--- config.mk ---
export PLATFORM = sky130hd
export DESIGN_NAME = tcp_connection_state_machine_top
export DESIGN_NICKNAME = d
export VERILOG_FILES = /design/src/rtl/tcp_csm_pkg.sv /design/src/rtl/tcp_csm_in_stage.sv /design/src/rtl/tcp_csm_core.sv /design/src/rtl/tcp_csm_out_stage.sv /design/src/rtl/tcp_connection_state_machine_top.sv
export VERILOG_INCLUDE_DIRS = /design/src /design/src/rtl
export SDC_FILE = /design/constraint.sdc
export NUM_CORES = 1
export LEC_CHECK = 0
export BUFFER_PORTS_ARGS = -buffer_cell sky130_fd_sc_hd__buf_2
export CORE_MARGIN = 1
export CORE_UTILIZATION = 55
export DETAILED_ROUTE_END_ITERATION = 12
export GPL_ROUTABILITY_DRIVEN = 0
export GPL_TIMING_DRIVEN = 0
export HOLD_SLACK_MARGIN = 0.03
export PLACE_DENSITY_LB_ADDON = 0.12
export SLEW_MARGIN = 20
export SYNTH_ARGS = -nofsm -noshare
export SYNTH_HDL_FRONTEND = slang
export SYNTH_SLANG_ARGS = --single-unit
--- constraint.sdc ---
create_clock -name clk_i -period 5.15 [get_ports clk_i]
set_input_delay 1.03 -clock clk_i [delete_from_list [all_inputs] [get_ports clk_i]]
set_output_delay 1.03 -clock clk_i [all_outputs]
set_load 0.01 [all_outputs]
--- src/rtl/tcp_connection_state_machine_top_defines.svh ---
// assertion macros shared by the tcp connection state machine rtl
// needs clk_i and rst_ni in the scope of the module that uses them
`ifndef TCP_CONNECTION_STATE_MACHINE_TOP_DEFINES_SVH
`define TCP_CONNECTION_STATE_MACHINE_TOP_DEFINES_SVH

// same-cycle implication
`define TCP_CSM_ASSERT(label, ante, cons) \
  label: assert property (@(posedge clk_i) disable iff (!rst_ni) (ante) |-> (cons)) \
    else $error("tcp_csm assertion failed");

// next-cycle implication
`define TCP_CSM_ASSERT_NEXT(label, ante, cons) \
  label: assert property (@(posedge clk_i) disable iff (!rst_ni) (ante) |=> (cons)) \
    else $error("tcp_csm assertion failed");

`endif

--- src/rtl/tcp_csm_pkg.sv ---
// shared types and codes for the tcp connection state machine
// no dependencies
package tcp_csm_pkg;

  localparam int unsigned SeqW   = 32;
  localparam int unsigned StateW = 4;
  localparam int unsigned FlagsW = 6;
  localparam int unsigned KindW  = 2;
  localparam int unsigned EventW = 3;
  localparam int unsigned DropW  = 2;

  // operation codes
  localparam logic OP_SEGMENT = 1'b0;
  localparam logic OP_LOAD    = 1'b1;

  // flag bit positions
  localparam int unsigned FlagFinBit = 0;
  localparam int unsigned FlagSynBit = 1;
  localparam int unsigned FlagAckBit = 4;

  // connection states
  localparam logic [StateW-1:0] ST_CLOSED     = 4'd0;
  localparam logic [StateW-1:0] ST_LISTEN     = 4'd1;
  localparam logic [StateW-1:0] ST_SYN_RECV   = 4'd2;
  localparam logic [StateW-1:0] ST_SYN_SENT   = 4'd3;
  localparam logic [StateW-1:0] ST_ESTAB      = 4'd4;
  localparam logic [StateW-1:0] ST_CLOSE_WAIT = 4'd5;
  localparam logic [StateW-1:0] ST_LAST_ACK   = 4'd6;
  localparam logic [StateW-1:0] ST_FIN_WAIT_1 = 4'd7;
  localparam logic [StateW-1:0] ST_FIN_WAIT_2 = 4'd8;
  localparam logic [StateW-1:0] ST_CLOSING    = 4'd9;
  localparam logic [StateW-1:0] ST_TIME_WAIT  = 4'd10;

  // reply kinds
  localparam logic [KindW-1:0] RK_NONE   = 2'd0;
  localparam logic [KindW-1:0] RK_ACK    = 2'd1;
  localparam logic [KindW-1:0] RK_SYNACK = 2'd2;
  localparam logic [KindW-1:0] RK_RST    = 2'd3;

  // events
  localparam logic [EventW-1:0] EV_NONE      = 3'd0;
  localparam logic [EventW-1:0] EV_CONNECTED = 3'd1;
  localparam logic [EventW-1:0] EV_ACCEPTED  = 3'd2;
  localparam logic [EventW-1:0] EV_TIMEWAIT  = 3'd3;
  localparam logic [EventW-1:0] EV_CLOSED    = 3'd4;

  // drop status
  localparam logic [DropW-1:0] DROP_NONE       = 2'd0;
  localparam logic [DropW-1:0] DROP_BAD_ACK    = 2'd1;
  localparam logic [DropW-1:0] DROP_UNEXPECTED = 2'd2;

  typedef struct packed {
    logic              operation;
    logic [FlagsW-1:0] seg_flags;
    logic [SeqW-1:0]   seg_seq;
    logic [SeqW-1:0]   seg_ack;
    logic [SeqW-1:0]   fresh_iss;
    logic [StateW-1:0] load_state;
    logic [SeqW-1:0]   load_send_next;
    logic [SeqW-1:0]   load_recv_next;
  } item_t;

  typedef struct packed {
    logic [StateW-1:0] conn_state;
    logic [KindW-1:0]  reply_kind;
    logic [SeqW-1:0]   reply_seq;
    logic [SeqW-1:0]   reply_ack;
    logic              spawn_child;
    logic [EventW-1:0] conn_event;
    logic [DropW-1:0]  drop_status;
  } result_t;

  // handshake between the input register and the result register
  typedef struct packed {
    logic valid;
    logic take;
  } flow_t;

endpackage

--- src/rtl/tcp_csm_in_stage.sv ---
// input register of the tcp connection state machine
// depends on tcp_csm_pkg
module tcp_csm_in_stage
  import tcp_csm_pkg::*;
(
  input  logic  clk_i,
  input  logic  rst_ni,
  input  logic  in_valid_i,
  output logic  in_stall_o,
  input  item_t item_i,
  input  logic  take_i,
  output flow_t flow_o,
  output item_t item_o
);

  logic  valid_q, valid_d;
  item_t item_q;
  logic  accept;

  assign in_stall_o = valid_q && !take_i;
  assign accept     = in_valid_i && !in_stall_o;

  always_comb begin
    valid_d = valid_q;
    if (accept) begin
      valid_d = 1'b1;
    end else if (take_i) begin
      valid_d = 1'b0;
    end
  end

  always_ff @(posedge clk_i or negedge rst_ni) begin
    if (!rst_ni) begin
      valid_q <= 1'b0;
    end else begin
      valid_q <= valid_d;
    end
  end

  always_ff @(posedge clk_i) begin
    if (accept) begin
      item_q <= item_i;
    end
  end

  assign flow_o.valid = valid_q;
  assign flow_o.take  = valid_q && take_i;
  assign item_o       = item_q;

endmodule

--- src/rtl/tcp_csm_core.sv ---
// connection registers and per-beat next-state and reply logic
// depends on tcp_csm_pkg and the assertion macro header
`include "tcp_connection_state_machine_top_defines.svh"

module tcp_csm_core
  import tcp_csm_pkg::*;
(
  input  logic    clk_i,
  input  logic    rst_ni,
  input  logic    fire_i,
  input  item_t   item_i,
  output result_t res_o
);

  logic [StateW-1:0] state_q, state_d;
  logic [SeqW-1:0]   iss_q, iss_d;
  logic [SeqW-1:0]   snd_nxt_q, snd_nxt_d;
  logic [SeqW-1:0]   rcv_nxt_q, rcv_nxt_d;

  logic            has_fin, has_syn, has_ack, ack_ok;
  logic [SeqW-1:0] seq1;
  result_t         res;

  assign has_fin = item_i.seg_flags[FlagFinBit];
  assign has_syn = item_i.seg_flags[FlagSynBit];
  assign has_ack = item_i.seg_flags[FlagAckBit];
  assign seq1    = item_i.seg_seq + SeqW'(1);
  assign ack_ok  = item_i.seg_ack == (iss_q + SeqW'(1));

  always_comb begin
    state_d         = state_q;
    iss_d           = iss_q;
    snd_nxt_d       = snd_nxt_q;
    rcv_nxt_d       = rcv_nxt_q;
    res.reply_kind  = RK_NONE;
    res.spawn_child = 1'b0;
    res.conn_event  = EV_NONE;
    res.drop_status = DROP_NONE;
    if (item_i.operation == OP_LOAD) begin
      state_d   = (item_i.load_state > ST_TIME_WAIT) ? ST_CLOSED : item_i.load_state;
      iss_d     = item_i.fresh_iss;
      snd_nxt_d = item_i.load_send_next;
      rcv_nxt_d = item_i.load_recv_next;
    end else begin
      unique case (state_q)
        ST_CLOSED: begin
          res.reply_kind  = RK_RST;
          res.drop_status = DROP_UNEXPECTED;
        end
        ST_LISTEN: begin
          if (has_syn) begin
            res.reply_kind  = RK_SYNACK;
            res.spawn_child = 1'b1;
          end else begin
            res.reply_kind  = RK_RST;
            res.drop_status = DROP_UNEXPECTED;
          end
        end
        ST_SYN_SENT: begin
          if (has_syn && has_ack) begin
            if (ack_ok) begin
              rcv_nxt_d      = seq1;
              res.reply_kind = RK_ACK;
              state_d        = ST_ESTAB;
              res.conn_event = EV_CONNECTED;
            end else begin
              res.drop_status = DROP_BAD_ACK;
            end
          end else if (has_syn) begin
            rcv_nxt_d      = seq1;
            res.reply_kind = RK_ACK;
          end else begin
            res.drop_status = DROP_UNEXPECTED;
          end
        end
        ST_SYN_RECV: begin
          if (has_ack) begin
            if (ack_ok) begin
              state_d        = ST_ESTAB;
              res.conn_event = EV_ACCEPTED;
            end else begin
              res.drop_status = DROP_BAD_ACK;
            end
          end
        end
        ST_ESTAB: begin
          if (has_fin) begin
            rcv_nxt_d      = seq1;
            res.reply_kind = RK_ACK;
            state_d        = ST_CLOSE_WAIT;
          end
        end
        ST_FIN_WAIT_1: begin
          if (has_ack && has_fin) begin
            rcv_nxt_d      = seq1;
            res.reply_kind = RK_ACK;
            state_d        = ST_TIME_WAIT;
            res.conn_event = EV_TIMEWAIT;
          end else if (has_ack) begin
            state_d = ST_FIN_WAIT_2;
          end else if (has_fin) begin
            rcv_nxt_d      = seq1;
            res.reply_kind = RK_ACK;
            state_d        = ST_CLOSING;
          end
        end
        ST_FIN_WAIT_2: begin
          if (has_fin) begin
            rcv_nxt_d      = seq1;
            res.reply_kind = RK_ACK;
            state_d        = ST_TIME_WAIT;
            res.conn_event = EV_TIMEWAIT;
          end
        end
        ST_CLOSING: begin
          if (has_ack) begin
            state_d        = ST_TIME_WAIT;
            res.conn_event = EV_TIMEWAIT;
          end
        end
        ST_LAST_ACK: begin
          if (has_ack) begin
            state_d        = ST_CLOSED;
            res.conn_event = EV_CLOSED;
          end
        end
        default: begin
        end
      endcase
    end

    res.conn_state = state_d;
    case (res.reply_kind)
      RK_ACK: begin
        res.reply_seq = snd_nxt_q;
        res.reply_ack = rcv_nxt_d;
      end
      RK_SYNACK: begin
        res.reply_seq = item_i.fresh_iss;
        res.reply_ack = seq1;
      end
      RK_RST: begin
        res.reply_seq = item_i.seg_ack;
        res.reply_ack = seq1;
      end
      default: begin
        res.reply_seq = '0;
        res.reply_ack = '0;
      end
    endcase
  end

  always_ff @(posedge clk_i or negedge rst_ni) begin
    if (!rst_ni) begin
      state_q   <= ST_CLOSED;
      iss_q     <= '0;
      snd_nxt_q <= '0;
      rcv_nxt_q <= '0;
    end else if (fire_i) begin
      state_q   <= state_d;
      iss_q     <= iss_d;
      snd_nxt_q <= snd_nxt_d;
      rcv_nxt_q <= rcv_nxt_d;
    end
  end

  assign res_o = res;

  `TCP_CSM_ASSERT(a_no_reply_zero, res.reply_kind == RK_NONE, res.reply_seq == '0 && res.reply_ack == '0)
  `TCP_CSM_ASSERT(a_spawn_in_listen, res.spawn_child, state_q == ST_LISTEN && state_d == ST_LISTEN)
  `TCP_CSM_ASSERT(a_drop_keeps_state, fire_i && res.drop_status != DROP_NONE, state_d == state_q)
  `TCP_CSM_ASSERT_NEXT(a_idle_holds, !fire_i, $stable(state_q) && $stable(rcv_nxt_q))

endmodule

--- src/rtl/tcp_csm_out_stage.sv ---
// result register of the tcp connection state machine
// depends on tcp_csm_pkg
module tcp_csm_out_stage
  import tcp_csm_pkg::*;
(
  input  logic    clk_i,
  input  logic    rst_ni,
  input  logic    fire_i,
  input  result_t res_i,
  output logic    ready_o,
  output logic    out_valid_o,
  input  logic    out_stall_i,
  output result_t res_o
);

  logic    valid_q, valid_d;
  result_t res_q;

  assign ready_o = !valid_q || !out_stall_i;

  always_comb begin
    valid_d = valid_q;
    if (ready_o) begin
      valid_d = fire_i;
    end
  end

  always_ff @(posedge clk_i or negedge rst_ni) begin
    if (!rst_ni) begin
      valid_q <= 1'b0;
    end else begin
      valid_q <= valid_d;
    end
  end

  always_ff @(posedge clk_i) begin
    if (fire_i) begin
      res_q <= res_i;
    end
  end

  assign out_valid_o = valid_q;
  assign res_o       = res_q;

endmodule

--- src/rtl/tcp_connection_state_machine_top.sv ---
// One TCP connection's state machine. Each input beat is either a received segment or a load
// of the connection registers from software; each beat yields exactly one result beat with the
// new state, the control segment to send, an event and a drop status. A beat is registered in
// the input register on acceptance and its result is registered in the result register once
// the result register is ready to take it, which an output stall can delay. While the
// result is stalled the input register holds its beat, so up to two beats wait in the block.
// One beat is taken every cycle while the result is not stalled; the rate is set by the
// state, ISS, send-next and receive-next registers, which feed their own next-state logic.
// Depends on tcp_csm_pkg, tcp_csm_in_stage, tcp_csm_core and tcp_csm_out_stage.
module tcp_connection_state_machine_top
  import tcp_csm_pkg::*;
(
  input  logic              clk_i,
  input  logic              rst_ni,
  input  logic              in_valid_i,
  output logic              in_stall_o,
  input  logic              operation_i,
  input  logic [FlagsW-1:0] seg_flags_i,
  input  logic [SeqW-1:0]   seg_seq_i,
  input  logic [SeqW-1:0]   seg_ack_i,
  input  logic [SeqW-1:0]   fresh_iss_i,
  input  logic [StateW-1:0] load_state_i,
  input  logic [SeqW-1:0]   load_send_next_i,
  input  logic [SeqW-1:0]   load_recv_next_i,
  output logic              out_valid_o,
  input  logic              out_stall_i,
  output logic [StateW-1:0] conn_state_o,
  output logic [KindW-1:0]  reply_kind_o,
  output logic [SeqW-1:0]   reply_seq_o,
  output logic [SeqW-1:0]   reply_ack_o,
  output logic              spawn_child_o,
  output logic [EventW-1:0] conn_event_o,
  output logic [DropW-1:0]  drop_status_o
);

  item_t   in_item, cur_item;
  flow_t   flow;
  logic    out_ready;
  result_t core_res, out_res;

  assign in_item.operation      = operation_i;
  assign in_item.seg_flags      = seg_flags_i;
  assign in_item.seg_seq        = seg_seq_i;
  assign in_item.seg_ack        = seg_ack_i;
  assign in_item.fresh_iss      = fresh_iss_i;
  assign in_item.load_state     = load_state_i;
  assign in_item.load_send_next = load_send_next_i;
  assign in_item.load_recv_next = load_recv_next_i;

  tcp_csm_in_stage u_in_stage (
    .clk_i      (clk_i),
    .rst_ni     (rst_ni),
    .in_valid_i (in_valid_i),
    .in_stall_o (in_stall_o),
    .item_i     (in_item),
    .take_i     (out_ready),
    .flow_o     (flow),
    .item_o     (cur_item)
  );

  tcp_csm_core u_core (
    .clk_i  (clk_i),
    .rst_ni (rst_ni),
    .fire_i (flow.take),
    .item_i (cur_item),
    .res_o  (core_res)
  );

  tcp_csm_out_stage u_out_stage (
    .clk_i       (clk_i),
    .rst_ni      (rst_ni),
    .fire_i      (flow.take),
    .res_i       (core_res),
    .ready_o     (out_ready),
    .out_valid_o (out_valid_o),
    .out_stall_i (out_stall_i),
    .res_o       (out_res)
  );

  assign conn_state_o  = out_res.conn_state;
  assign reply_kind_o  = out_res.reply_kind;
  assign reply_seq_o   = out_res.reply_seq;
  assign reply_ack_o   = out_res.reply_ack;
  assign spawn_child_o = out_res.spawn_child;
  assign conn_event_o  = out_res.conn_event;
  assign drop_status_o = out_res.drop_status;

endmodule
**Yosys cells after proc, flatten, opt, wreduce, memory -nomap -nowiden**

Index checks and enable logic that the tools add are counted.

- Add/sub/neg operators: 2
- Magnitude comparators: 1
- Equal/unequal tests: 12
- Multiplexer cells: 47
- Bitwise logic cells: 1
- Reductions and logical operators: 15

Operator list:

| kind | count |
|---|---|
| two-way mux 32 bit | 7 |
| case mux 64 bit (3 select lines) | 1 |
| case mux 32 bit (3 select lines) | 1 |
| adder 32 x 1 -> 32 bit (second input constant) | 2 |
| two-way mux 4 bit | 13 |
| equality test 32 bit | 1 |
| case mux 4 bit (7 select lines) | 1 |
| case mux 3 bit (6 select lines) | 1 |
| two-way mux 2 bit | 8 |
| equality test 4 x 3 -> 1 bit (second input constant) | 3 |
| two-way mux 1 bit | 12 |
| case mux 2 bit (5 select lines) | 1 |
| equality test 4 x 2 -> 1 bit (second input constant) | 2 |
| equality test 4 bit (second input constant) | 2 |
| case mux 2 bit (4 select lines) | 1 |
| logical AND 1 bit | 5 |
| equality test 2 bit (second input constant) | 2 |
| equality test 4 x 1 -> 1 bit (second input constant) | 1 |
| > comparator 4 bit (second input constant) | 1 |
| zero test 1 bit | 4 |
| zero test 4 bit | 1 |
| OR reduction 2 bit | 2 |
| two-way mux 3 bit | 1 |
| equality test 2 x 1 -> 1 bit (second input constant) | 1 |
| other kinds (4) | 4 |

- Flip-flop bits (word level): 348
- Input port bits: 175
- Logic and storage cells: 99

**Longest topological paths before layout**

Gate-level depths: netlist of run 1.

- Depth in word-level cells: 8
- Mapped depth: 12
- Mapped depth without buffers: 11

**Modules after synthesis**

A second synthesis of run 1 with hierarchy kept.

- Cell total of the unflattened synthesis: 1157
- Area, all modules: 14375.0 um^2

By module, submodules not included:

| module | times used | cells each | area each (um^2) |
|---|---|---|---|
| tcp_csm_core | 1 | 900 | 6850.3 |
| tcp_csm_in_stage | 1 | 178 | 5206.2 |
| tcp_csm_out_stage | 1 | 79 | 2318.5 |

**Worst setup path before layout of run 1**

Ideal clock, no wire load.

- Kind: in2reg
- Start point: in out_stall_i
- End point: reg u_in_stage.item_q (netlist bit u_in_stage.item_o[100]), enable pin
- Arrival: 4.530 ns
- Required time: 4.625 ns
- Slack: 0.094 ns
- Cell stages on the path: 2
- Buffers on the path: 0
- Cells stage by stage: nand3_1 -> and2_1

- Longest elaborated chain between the ends: 6

RTL lines:

| element | line | source |
|---|---|---|
| from (decl) | tcp_connection_state_machine_top.sv:26 | `input logic out_stall_i,` |
| zero test 1 bit | tcp_csm_out_stage.sv:19 | `assign ready_o = !valid_q \|\| !out_stall_i;` |
| logical OR 1 bit | tcp_csm_out_stage.sv:19 |  |
| zero test 1 bit | tcp_csm_in_stage.sv:20 | `assign in_stall_o = valid_q && !take_i;` |
| logical AND 1 bit | tcp_csm_in_stage.sv:20 |  |
| zero test 1 bit | tcp_csm_in_stage.sv:21 | `assign accept = in_valid_i && !in_stall_o;` |
| logical AND 1 bit | tcp_csm_in_stage.sv:21 |  |
| net u_in_stage.accept | tcp_csm_in_stage.sv:18 | `logic accept;` |
| to (signal assigned) | tcp_csm_in_stage.sv:42 | `item_q <= item_i;` |
| to (decl) | tcp_csm_in_stage.sv:17 | `item_t item_q;` |

The timed path passes the listed nets, and every way through them passes these cells.
A chain may end at the register's enable or synchronous reset.

==> metrics list, run 1 <==
* Status: finished, final reports clean
* Count of input and output buffers: roughly 230
- In the final design database the tool counted roughly 1,600 nets.
* Cells after synthesis: around 1,100
- Number of fill cells in the layout: around 1,900
- Dividing total power by cell area gives a power density of about 400 mW/mm^2.
* Layout Skew: between 0.01 and 0.015 ns
- Slew at the pin with the worst max-slew slack: between 1 and 1.5 ns
- Global routing usage on met3: 0.0386
- Along the worst path, the maximum fanout reaches 10.
* Final Setup Violations: 0
- Clock Tree Buf Depth: 3
- TritonCTS built the clock tree.
- Placeable core region: around 0.024 mm^2
- For this configuration, the core starts out at a cell density of 0.565.
- Met1 Use GR: 0.345
* Sequential Area: 0.00878 mm^2
- Max-Slew Margin vs Limit: 0.326
- Library cell used as clock root buffer: sky130_fd_sc_hd__clkbuf_16
* Final std cells w/o fill: approximately 1,800
- The first global-routing pass estimated ~50,000 um of wire.
- 253 I/O pins were placed.
* First DRT Iteration DRCs: roughly 630
- Fraction of the cycle the final worst path needs: 0.794
- Type of the worst setup path: reg -> reg
- Setup TNS: 0 ns
- Proportion of register bits with asynchronous set or reset after synthesis: 0.268
- The max-slew violation count is 0.
- Category of the worst setup path capture point: flip-flop
* Netlist cell types: 62
* Detailed-routing iteration count for the pre-antenna-repair pass: 7
* Post-synthesis register bit count: just over 300
* RSZ-0062 raised after global routing: false
- Once detail routing completed, the nets flagged for antenna violations numbered 0.
* Peak-usage layer in the global routing report: met2
- Via count of the first global-routing pass: about 9,300
- In this run, post-CTS repair resized a total of 0 instances.
- After detailed routing, the number of remaining DRC violations is 0.
- Worst hold slack: just under 0.4 ns
- Met2 Resource Use GR: 0.437
- WL/cell: 18.2 um
- Summed instance area of the synthesized netlist: between 0.01 and 0.015 mm^2
- Hold repair after CTS inserted 0 buffers.
- Largest net degree at the start of global routing: between 50 and 60
- The Yosys step of the flow raised 0 warnings.
* Share of the yosys chip area belonging to registers: 0.656
* Reported leakage power: between 6 and 7 nW
- Maximum ir drop on the vdd rail: between 300 and 400 uV
* Final Hold Viols: 0
* Post-synth EDFFs: 224
- Vias per cell: about 5.5
- Global-route total usage across every layer: 0.260
- Vias post-DR: 9,705
* Top post-synthesis cells by area: sky130_fd_sc_hd__edfxtp_1, sky130_fd_sc_hd__dfrtp_1, sky130_fd_sc_hd__nand2_1
* Clock insertion delay at the later pin of the skew report: about 0.56 ns
- The number of clock buffers added by TritonCTS is 30.
- Multi-input gate area in the final layout: 0.00420 mm^2
- The path class of the tightest hold or removal check is in -> async.
- Layout-stage area growth over the synthesis result: 20.0%
- H-tree Lvls: 1
- Of the cells placed in the final design, the portion with a size suffix greater than 1 is 0.222.
- Number of cells on the worst reg-to-reg path: 12
- The die covers between 0.02 and 0.025 mm^2.
- For this run the aggregate overflow at the end of global routing stands at 0.
- Post-synth top flop: sky130_fd_sc_hd__edfxtp_1
- Startpoint Class: flip-flop
* Chip Width: ~160 um
* Highest Clock Rate: between 200 and 250 MHz
- Half-perimeter wire length of the detailed placement result: ~23,000 um
* Number of antenna violations at the first check in global routing: 1
- Dividing the synthesized area by the synthesized cell count gives approximately 12 um^2.
- The biggest area contributor in the post-synthesis netlist is sky130_fd_sc_hd__edfxtp_1.
- The final layout contains routed wiring with a total length of ~32,000 um.
- Overall die height: between 150 and 200 um
* Required time of the critical path: 5.42 ns
- Post-layout min period: approximately 4.1 ns
* Net Count, Synth: between 1,000 and 1,500
* Share of the synthesized area in the top cell type: 0.503
* Setup slack, reg-to-reg: about 1.1 ns
- The floorplan has 56 rows.
- Register clock-pin slew on the reported worst setup and hold paths: roughly 0.060 ns
* Max-cap viol count: 0
- The worst register-to-register path ends at u_out_stage.res_o[41].
- Post-CTS timing repair inserted 0 buffers for setup.
- The worst register-to-register path begins at u_core.iss_q[0].
- Inst Count DP: 1,698
- Arrival time reported for the critical path endpoint: 4.36 ns
- Total clock sinks: between 300 and 400
==> flip-flops by register name, indices dropped and copies added (netlist names) <==
signal and count:
u_out_stage.out_valid_o 1, u_core.iss_q 32, u_in_stage.item_o 148, u_core.rcv_nxt_q 12
u_in_stage.valid_q 1, u_core.snd_nxt_q 32, u_core.state_q 4, u_out_stage.res_o 76
==> cells by family (layout without fill, tap and decap cells) <==
logic type,Yosys count,count (layout),synth area share
mux,15,15,0.0118
other cells,0,1,0
fa+ha+maj,2,2,0.00187
xor+xnor,72,72,0.0471
compound gates,208,208,0.0969
buf+inv,104,396,0.0304
simple gates,436,436,0.156
flops,306,306,0.656
==> cells in the final DEF, fill, tap and decap left out, types with 15 or more instances in the layout <==
master,instances
sky130_fd_sc_hd__buf_2,236
sky130_fd_sc_hd__xor2_1,35
sky130_fd_sc_hd__clkbuf_16,30
sky130_fd_sc_hd__a22oi_1,34
sky130_fd_sc_hd__o21ai_1,42
sky130_fd_sc_hd__and3_1,15
sky130_fd_sc_hd__edfxtp_1,224
sky130_fd_sc_hd__nor2_1,48
sky130_fd_sc_hd__o21ai_0,25
sky130_fd_sc_hd__nand2_1,244
sky130_fd_sc_hd__nand3_1,33
sky130_fd_sc_hd__a21oi_1,43
sky130_fd_sc_hd__inv_1,45
sky130_fd_sc_hd__clkbuf_1,50
sky130_fd_sc_hd__dfrtp_1,82
sky130_fd_sc_hd__xnor2_1,37
==> how the worst max path moves through the flow <==
stage                                  end             from  slack (ns)  depth (start not counted)
floorplan           u_in_stage.item_o[100]      out_stall_i        0.09                          2
global placement     u_in_stage.item_o[12]      out_stall_i       -1.58                          3
detailed placement   u_out_stage.res_o[63]  u_core.iss_q[0]        1.07                         12
CTS                  u_out_stage.res_o[47]  u_core.iss_q[0]        1.05                         12
global route         u_out_stage.res_o[47]  u_core.iss_q[0]        0.81                         12
finish               u_out_stage.res_o[41]  u_core.iss_q[0]        1.06                         12
==> cell type report <==
cell class                      instances  area share
Clock inverter                         19     0.00857
Timing Repair Buffer                  236      0.0823
Buffer                                 57      0.0144
Clock buffer                           37      0.0509
Inverter                               47      0.0110
Antenna cell                            1    0.000156
Multi-Input combinational cell        733       0.262
Sequential cell                       306       0.546
Tap cell                              319      0.0248
==> cell usage after synthesis, types with 8 or more instances <==
cell	number
sky130_fd_sc_hd__nand2_1	244
sky130_fd_sc_hd__dfrtp_1	82
sky130_fd_sc_hd__o21ai_1	42
sky130_fd_sc_hd__nand2b_1	10
sky130_fd_sc_hd__a211oi_1	8
sky130_fd_sc_hd__xnor2_1	37
sky130_fd_sc_hd__mux2i_1	9
sky130_fd_sc_hd__a21oi_1	43
sky130_fd_sc_hd__or3b_1	8
sky130_fd_sc_hd__o22ai_1	11
sky130_fd_sc_hd__nand4_1	12
sky130_fd_sc_hd__o31ai_1	10
sky130_fd_sc_hd__a22oi_1	34
sky130_fd_sc_hd__nor3_1	10
sky130_fd_sc_hd__xor2_1	35
sky130_fd_sc_hd__inv_1	45
sky130_fd_sc_hd__nor2_1	48
sky130_fd_sc_hd__edfxtp_1	224
sky130_fd_sc_hd__nand3_1	33
sky130_fd_sc_hd__clkbuf_1	47
sky130_fd_sc_hd__and3_1	15
sky130_fd_sc_hd__o21ai_0	25
sky130_fd_sc_hd__o21a_1	8
==> critical path, cell delays in order (launching register included) <==
cell	delay [ns]
sky130_fd_sc_hd__dfrtp_1	0.46
sky130_fd_sc_hd__ha_1	0.27
sky130_fd_sc_hd__nand3_1	0.32
sky130_fd_sc_hd__nor4_2	0.49
sky130_fd_sc_hd__nand3_1	0.15
sky130_fd_sc_hd__o2111ai_1	0.12
sky130_fd_sc_hd__and4b_1	0.25
sky130_fd_sc_hd__nand4_2	0.20
sky130_fd_sc_hd__nor2_2	0.08
sky130_fd_sc_hd__o21ai_1	0.43
sky130_fd_sc_hd__nand2b_4	0.29
sky130_fd_sc_hd__clkbuf_1	0.57
sky130_fd_sc_hd__o21ai_1	0.17
==> where the power goes <==
part           leakage (nW)  internal (mW)  switching, mW
Clock                 0.473           1.18          0.920
Sequential             3.19           3.03          0.208
Combinational          2.90          0.481          0.780
==> layer usage <==
layer  vias to the layer above  wire length [um]  share of wire
li1                       4626                 -              -
met1                      4588             13200           0.41
met2                       416             15500           0.49
met3                        75              2220          0.069
met4                         0              1060          0.033
met5                         -                 0              0
==> per-stage QoR <==
stage                util  cell area (um^2)  total power [mW]  setup slack, ns
finish              0.678             16100              6.60             1.06
global route        0.678             16100              6.90            0.811
CTS                 0.678             16100              6.62             1.05
detailed placement  0.638             15100              4.53             1.07
global placement    0.630             14900              4.50            -1.58
floorplan               -             13400              4.07           0.0944
Note: power is estimated with default switching activity, not from simulation.
==> inputs of run 2 (changes only) <==
--- a/config.mk
+++ b/config.mk
@@ -6,9 +6,10 @@
 export SDC_FILE = /design/constraint.sdc
 export NUM_CORES = 1
 export LEC_CHECK = 0
+export ABC_AREA = 1
 export BUFFER_PORTS_ARGS = -buffer_cell sky130_fd_sc_hd__buf_2
 export CORE_MARGIN = 1
-export CORE_UTILIZATION = 55
+export CORE_UTILIZATION = 52
 export DETAILED_ROUTE_END_ITERATION = 12
 export GPL_ROUTABILITY_DRIVEN = 0
 export GPL_TIMING_DRIVEN = 0
==> constraint.sdc (replaced) <==
create_clock -name clk_i -period 3.3 [get_ports clk_i]
set_input_delay 0.66 -clock clk_i [delete_from_list [all_inputs] [get_ports clk_i]]
set_output_delay 0.66 -clock clk_i [all_outputs]
set_load 0.01 [all_outputs]
==> metrics list, run 2 <==
- Relative contribution of the clock network to total power: 0.287
- Number of antenna violations at the first check in global routing: 3
* Cells after synthesis: 1,966
- Critical path peak fanout: 10
* Startpoint Class: flip-flop
- Largest net degree at the start of global routing: between 80 and 90
* Highest Clock Rate: about 320 MHz
- Library cell used as clock root buffer: sky130_fd_sc_hd__clkbuf_16
* Switching share of power: 0.351
- The area growth from synthesis to layout is 20.3%.
- TritonCTS built the clock tree.
- Detailed-routing iteration count for the pre-antenna-repair pass: 6
* Most frequently used cell type in the post-synthesis netlist: sky130_fd_sc_hd__nand2_1
- Each instance of the synthesized netlist takes up on average 8.82 um^2.
* ANT cells: 0
- The die is roughly 180 um tall.
- Highest routed metal layer: met5
- The share of total power dissipated in sequential elements is 0.411.
- Dividing the detail-routed wire length by the instance count gives between 15 and 20 um.
* Arrival time reported for the critical path endpoint: about 3.4 ns
- Ratio of total power to cell area: between 700 and 800 mW/mm^2
- Final Hold Viols: 0
- The clock period could shrink to between 3 and 4 ns.
- For flop-to-flop paths, the worst setup slack is roughly 0.19 ns.
- TritonCTS buffer count: 38
- In the routed design, unresolved DRC markers number 0.
- Largest register FFs: roughly 170
* H-tree Lvls: 2
- Post-synth top flop: sky130_fd_sc_hd__edfxtp_1
* Total clock sinks: between 300 and 400
* Number of cells on the worst reg-to-reg path: 19
- In the finished design, the share of the clock period the worst path needs comes to 0.941.
- Counting the fill cells in the layout gives 2,778.
- Met2 Routed Length: around 25,000 um
- Placeable core region: 0.0327 mm^2
- Switching Power: ~5.4 mW
- Of the total power, combinational logic draws 0.302.
- The netlist uses 42 different library cells.
* First DRT Iteration DRCs: around 1,400
- End of the worst register-to-register path: u_out_stage.res_o[36]
- Across every metal layer, demand over resource in global routing totals 0.300.
- In this run the deepest clock path goes through 3 buffers.
- The total overflow left after global routing is 0.
- Post-synth EDFFs: approximately 240
* Total count of max-transition violations in the final report: 0
- Sequential Area: 0.00988 mm^2
- Full die area: ~0.034 mm^2
* Proportion of register bits with asynchronous set or reset after synthesis: 0.295
- Across all setup checks in the final design, the least slack found is 0.194 ns.
- STA classifies the critical path endpoint as a flip-flop.
- # nets final: ~2,400
- The critical path is of the reg -> reg type.
- Total power for the finished layout comes to 15.3 mW.
* Via count of the first global-routing pass: about 15,000
* Most common library cells after synthesis: sky130_fd_sc_hd__nand2_1, sky130_fd_sc_hd__edfxtp_1, sky130_fd_sc_hd__inv_1
- The path class of the tightest hold or removal check is in -> async.
- Share of final-layout standard cells stronger than drive strength 1: 0.194
- The flow ran to the end, and the final reports show no timing, DRC or antenna violations.
- The synthesized design spends more area on one cell type than any other, namely sky130_fd_sc_hd__edfxtp_1.
* Reported leakage power: 9.43 nW
- Dividing the detail-routed via count by the number of cells gives about 5.5.
- Leaving out fill and tap cells, the most frequent cell in the layout is sky130_fd_sc_hd__nand2_1.
* Half-perimeter wire length of the detailed placement result: about 36,000 um
- Count of input and output buffers: ~250
- The startpoint identified for the worst register-to-register timing path is u_core.iss_q[0].
* Net Count, Synth: roughly 2,100
* Met3 wirelength from detailed routing: 3580 um
- M1 wire length: 19,400 um
- At the end of the flow the core is filled with cells to 0.638.
- Share of the yosys chip area belonging to registers: 0.570
* Starting utilization of the core area: 0.530
- By area the synthesized netlist is led by sky130_fd_sc_hd__edfxtp_1, sky130_fd_sc_hd__nand2_1, sky130_fd_sc_hd__dfrtp_1.
* Slew at the pin with the worst max-slew slack: around 0.86 ns
* Cell Rows: 66
- The Yosys step of the flow raised 0 warnings.
* Share of the synthesized area in the top cell type: 0.422
- Antenna-violating nets left: 0
- Internal Power: 9.91 mW
- Pin placement for this block handled 253 I/O pins.
- Final wirelength: around 50,000 um
- Summing all multi-input logic gate instances after layout gives around 0.0065 mm^2.
- Chip Width: roughly 180 um
- In this run, synthesis produced a sequential element count of 346.
* First-pass GRT wire length: just under 80,000 um
- The synthesized netlist occupies a cell area of 0.0173 mm^2.
- Timing analysis after detailed placement gives a worst setup slack of -0.237 ns.
- Required time of the critical path: between 3 and 4 ns
- Setup violations remaining at the end of the flow were counted as 0.
* Max-Slew Margin vs Limit: 0.427
- Most frequent cells in the layout: sky130_fd_sc_hd__nand2_1, sky130_fd_sc_hd__buf_2, sky130_fd_sc_hd__edfxtp_1
- Layout Skew: 0.0206 ns
- Max-cap viol count: 0
- Vias post-DR: between 15,000 and 20,000
- Maximum ir drop on the vdd rail: 503 uV
- Register clock-pin slew on the reported worst setup and hold paths: roughly 0.07 ns
* Clock insertion delay at the later pin of the skew report: ~0.55 ns
-- run 2: stage by stage --
| stage | cell area, um^2 | instances | hold slack, ns | TNS (ns) |
|---|---|---|---|---|
| after floorplan | 17400 | 1966 | 0.364 | -92.96 |
| after global placement | 19200 | 2657 | 0.461 | -330.45 |
| after detailed placement | 19300 | 2663 | 0.465 | -9.21 |
| after CTS | 20700 | 2739 | 0.110 | 0 |
| after global routing | 20900 | 2741 | 0.140 | -0.0977 |
| final | 20900 | 2741 | 0.0955 | 0 |
-- run 2: area by class of cell --
class / instances / area share
clock inverters: 20 / 0.0125
multi-input cells: 1343 / 0.312
well taps: 442 / 0.0265
clock buffers: 49 / 0.0495
flip-flops and latches: 346 / 0.474
plain buffers: 80 / 0.0177
inverters: 193 / 0.0349
repair buffers: 268 / 0.0728
-- run 2: cells by family (layout without fill, tap and decap cells) --
group / Yosys count / in the layout / share of synthesized area
compound gates: 175 / 175 / 0.0548
xor+xnor: 40 / 40 / 0.0202
fa+ha+maj: 2 / 2 / 0.00144
buf+inv: 277 / 610 / 0.0616
flops: 346 / 346 / 0.570
mux: 49 / 49 / 0.0318
simple gates: 1077 / 1077 / 0.261
-- run 2: worst max path at each step --
stage	from	to	slack (ns)	cells after the start
2_1_floorplan	out_stall_i	u_in_stage.item_o[0]	-0.55	5
3_3_place_gp	out_stall_i	u_in_stage.item_o[53]	-1.81	6
3_5_place_dp	u_core.iss_q[0]	u_out_stage.res_o[49]	-0.24	22
4_1_cts	u_core.iss_q[0]	u_out_stage.res_o[13]	0.003	23
5_1_grt	u_core.iss_q[0]	u_out_stage.res_o[50]	-0.02	22
6_report	u_core.iss_q[0]	u_out_stage.res_o[36]	0.19	19
-- run 2: routing by layer --
layer  global-route usage  vias up
met5                    0        -
met1                0.361     6972
met2                0.516      759
li1                     -     7105
met4                0.164        6
met3               0.0474      172
-- run 2: power by group through the flow --
stage	Sequential [mW]	Clock (mW)	Combinational, mW
global route	6.37	4.63	5.14
floorplan	6.28	0	2.94
global placement	6.35	0	4.27
CTS	6.27	4.46	4.50
detailed placement	6.34	0	4.41
finish	6.28	4.39	4.61
-- run 2: critical path: stages (launching register included) --
cell and delay [ns]:
sky130_fd_sc_hd__dfrtp_1 0.38, sky130_fd_sc_hd__ha_2 0.22, sky130_fd_sc_hd__nand2_2 0.09, sky130_fd_sc_hd__nor2_4 0.20, sky130_fd_sc_hd__nand2_4 0.11, sky130_fd_sc_hd__nor2_4 0.17
sky130_fd_sc_hd__xnor2_1 0.13, sky130_fd_sc_hd__nand2_1 0.07, sky130_fd_sc_hd__nor2_1 0.13, sky130_fd_sc_hd__nand2_1 0.11, sky130_fd_sc_hd__nor2_4 0.23, sky130_fd_sc_hd__buf_4 0.17
sky130_fd_sc_hd__buf_2 0.21, sky130_fd_sc_hd__nand4_1 0.13, sky130_fd_sc_hd__nand3_1 0.11, sky130_fd_sc_hd__nand2_1 0.05, sky130_fd_sc_hd__nand2_1 0.06, sky130_fd_sc_hd__nand2_1 0.06
sky130_fd_sc_hd__nand2_1 0.06, sky130_fd_sc_hd__nand2_1 0.11
-- run 2: timing repair --
action	4_1_cts	5_1_grt
hold buffers	0	0
endpoints found under the setup margin	64	95
gates resized for setup	11	39
pin swaps	3	9
hold endpoints to repair	0	0
buffers inserted	7	6
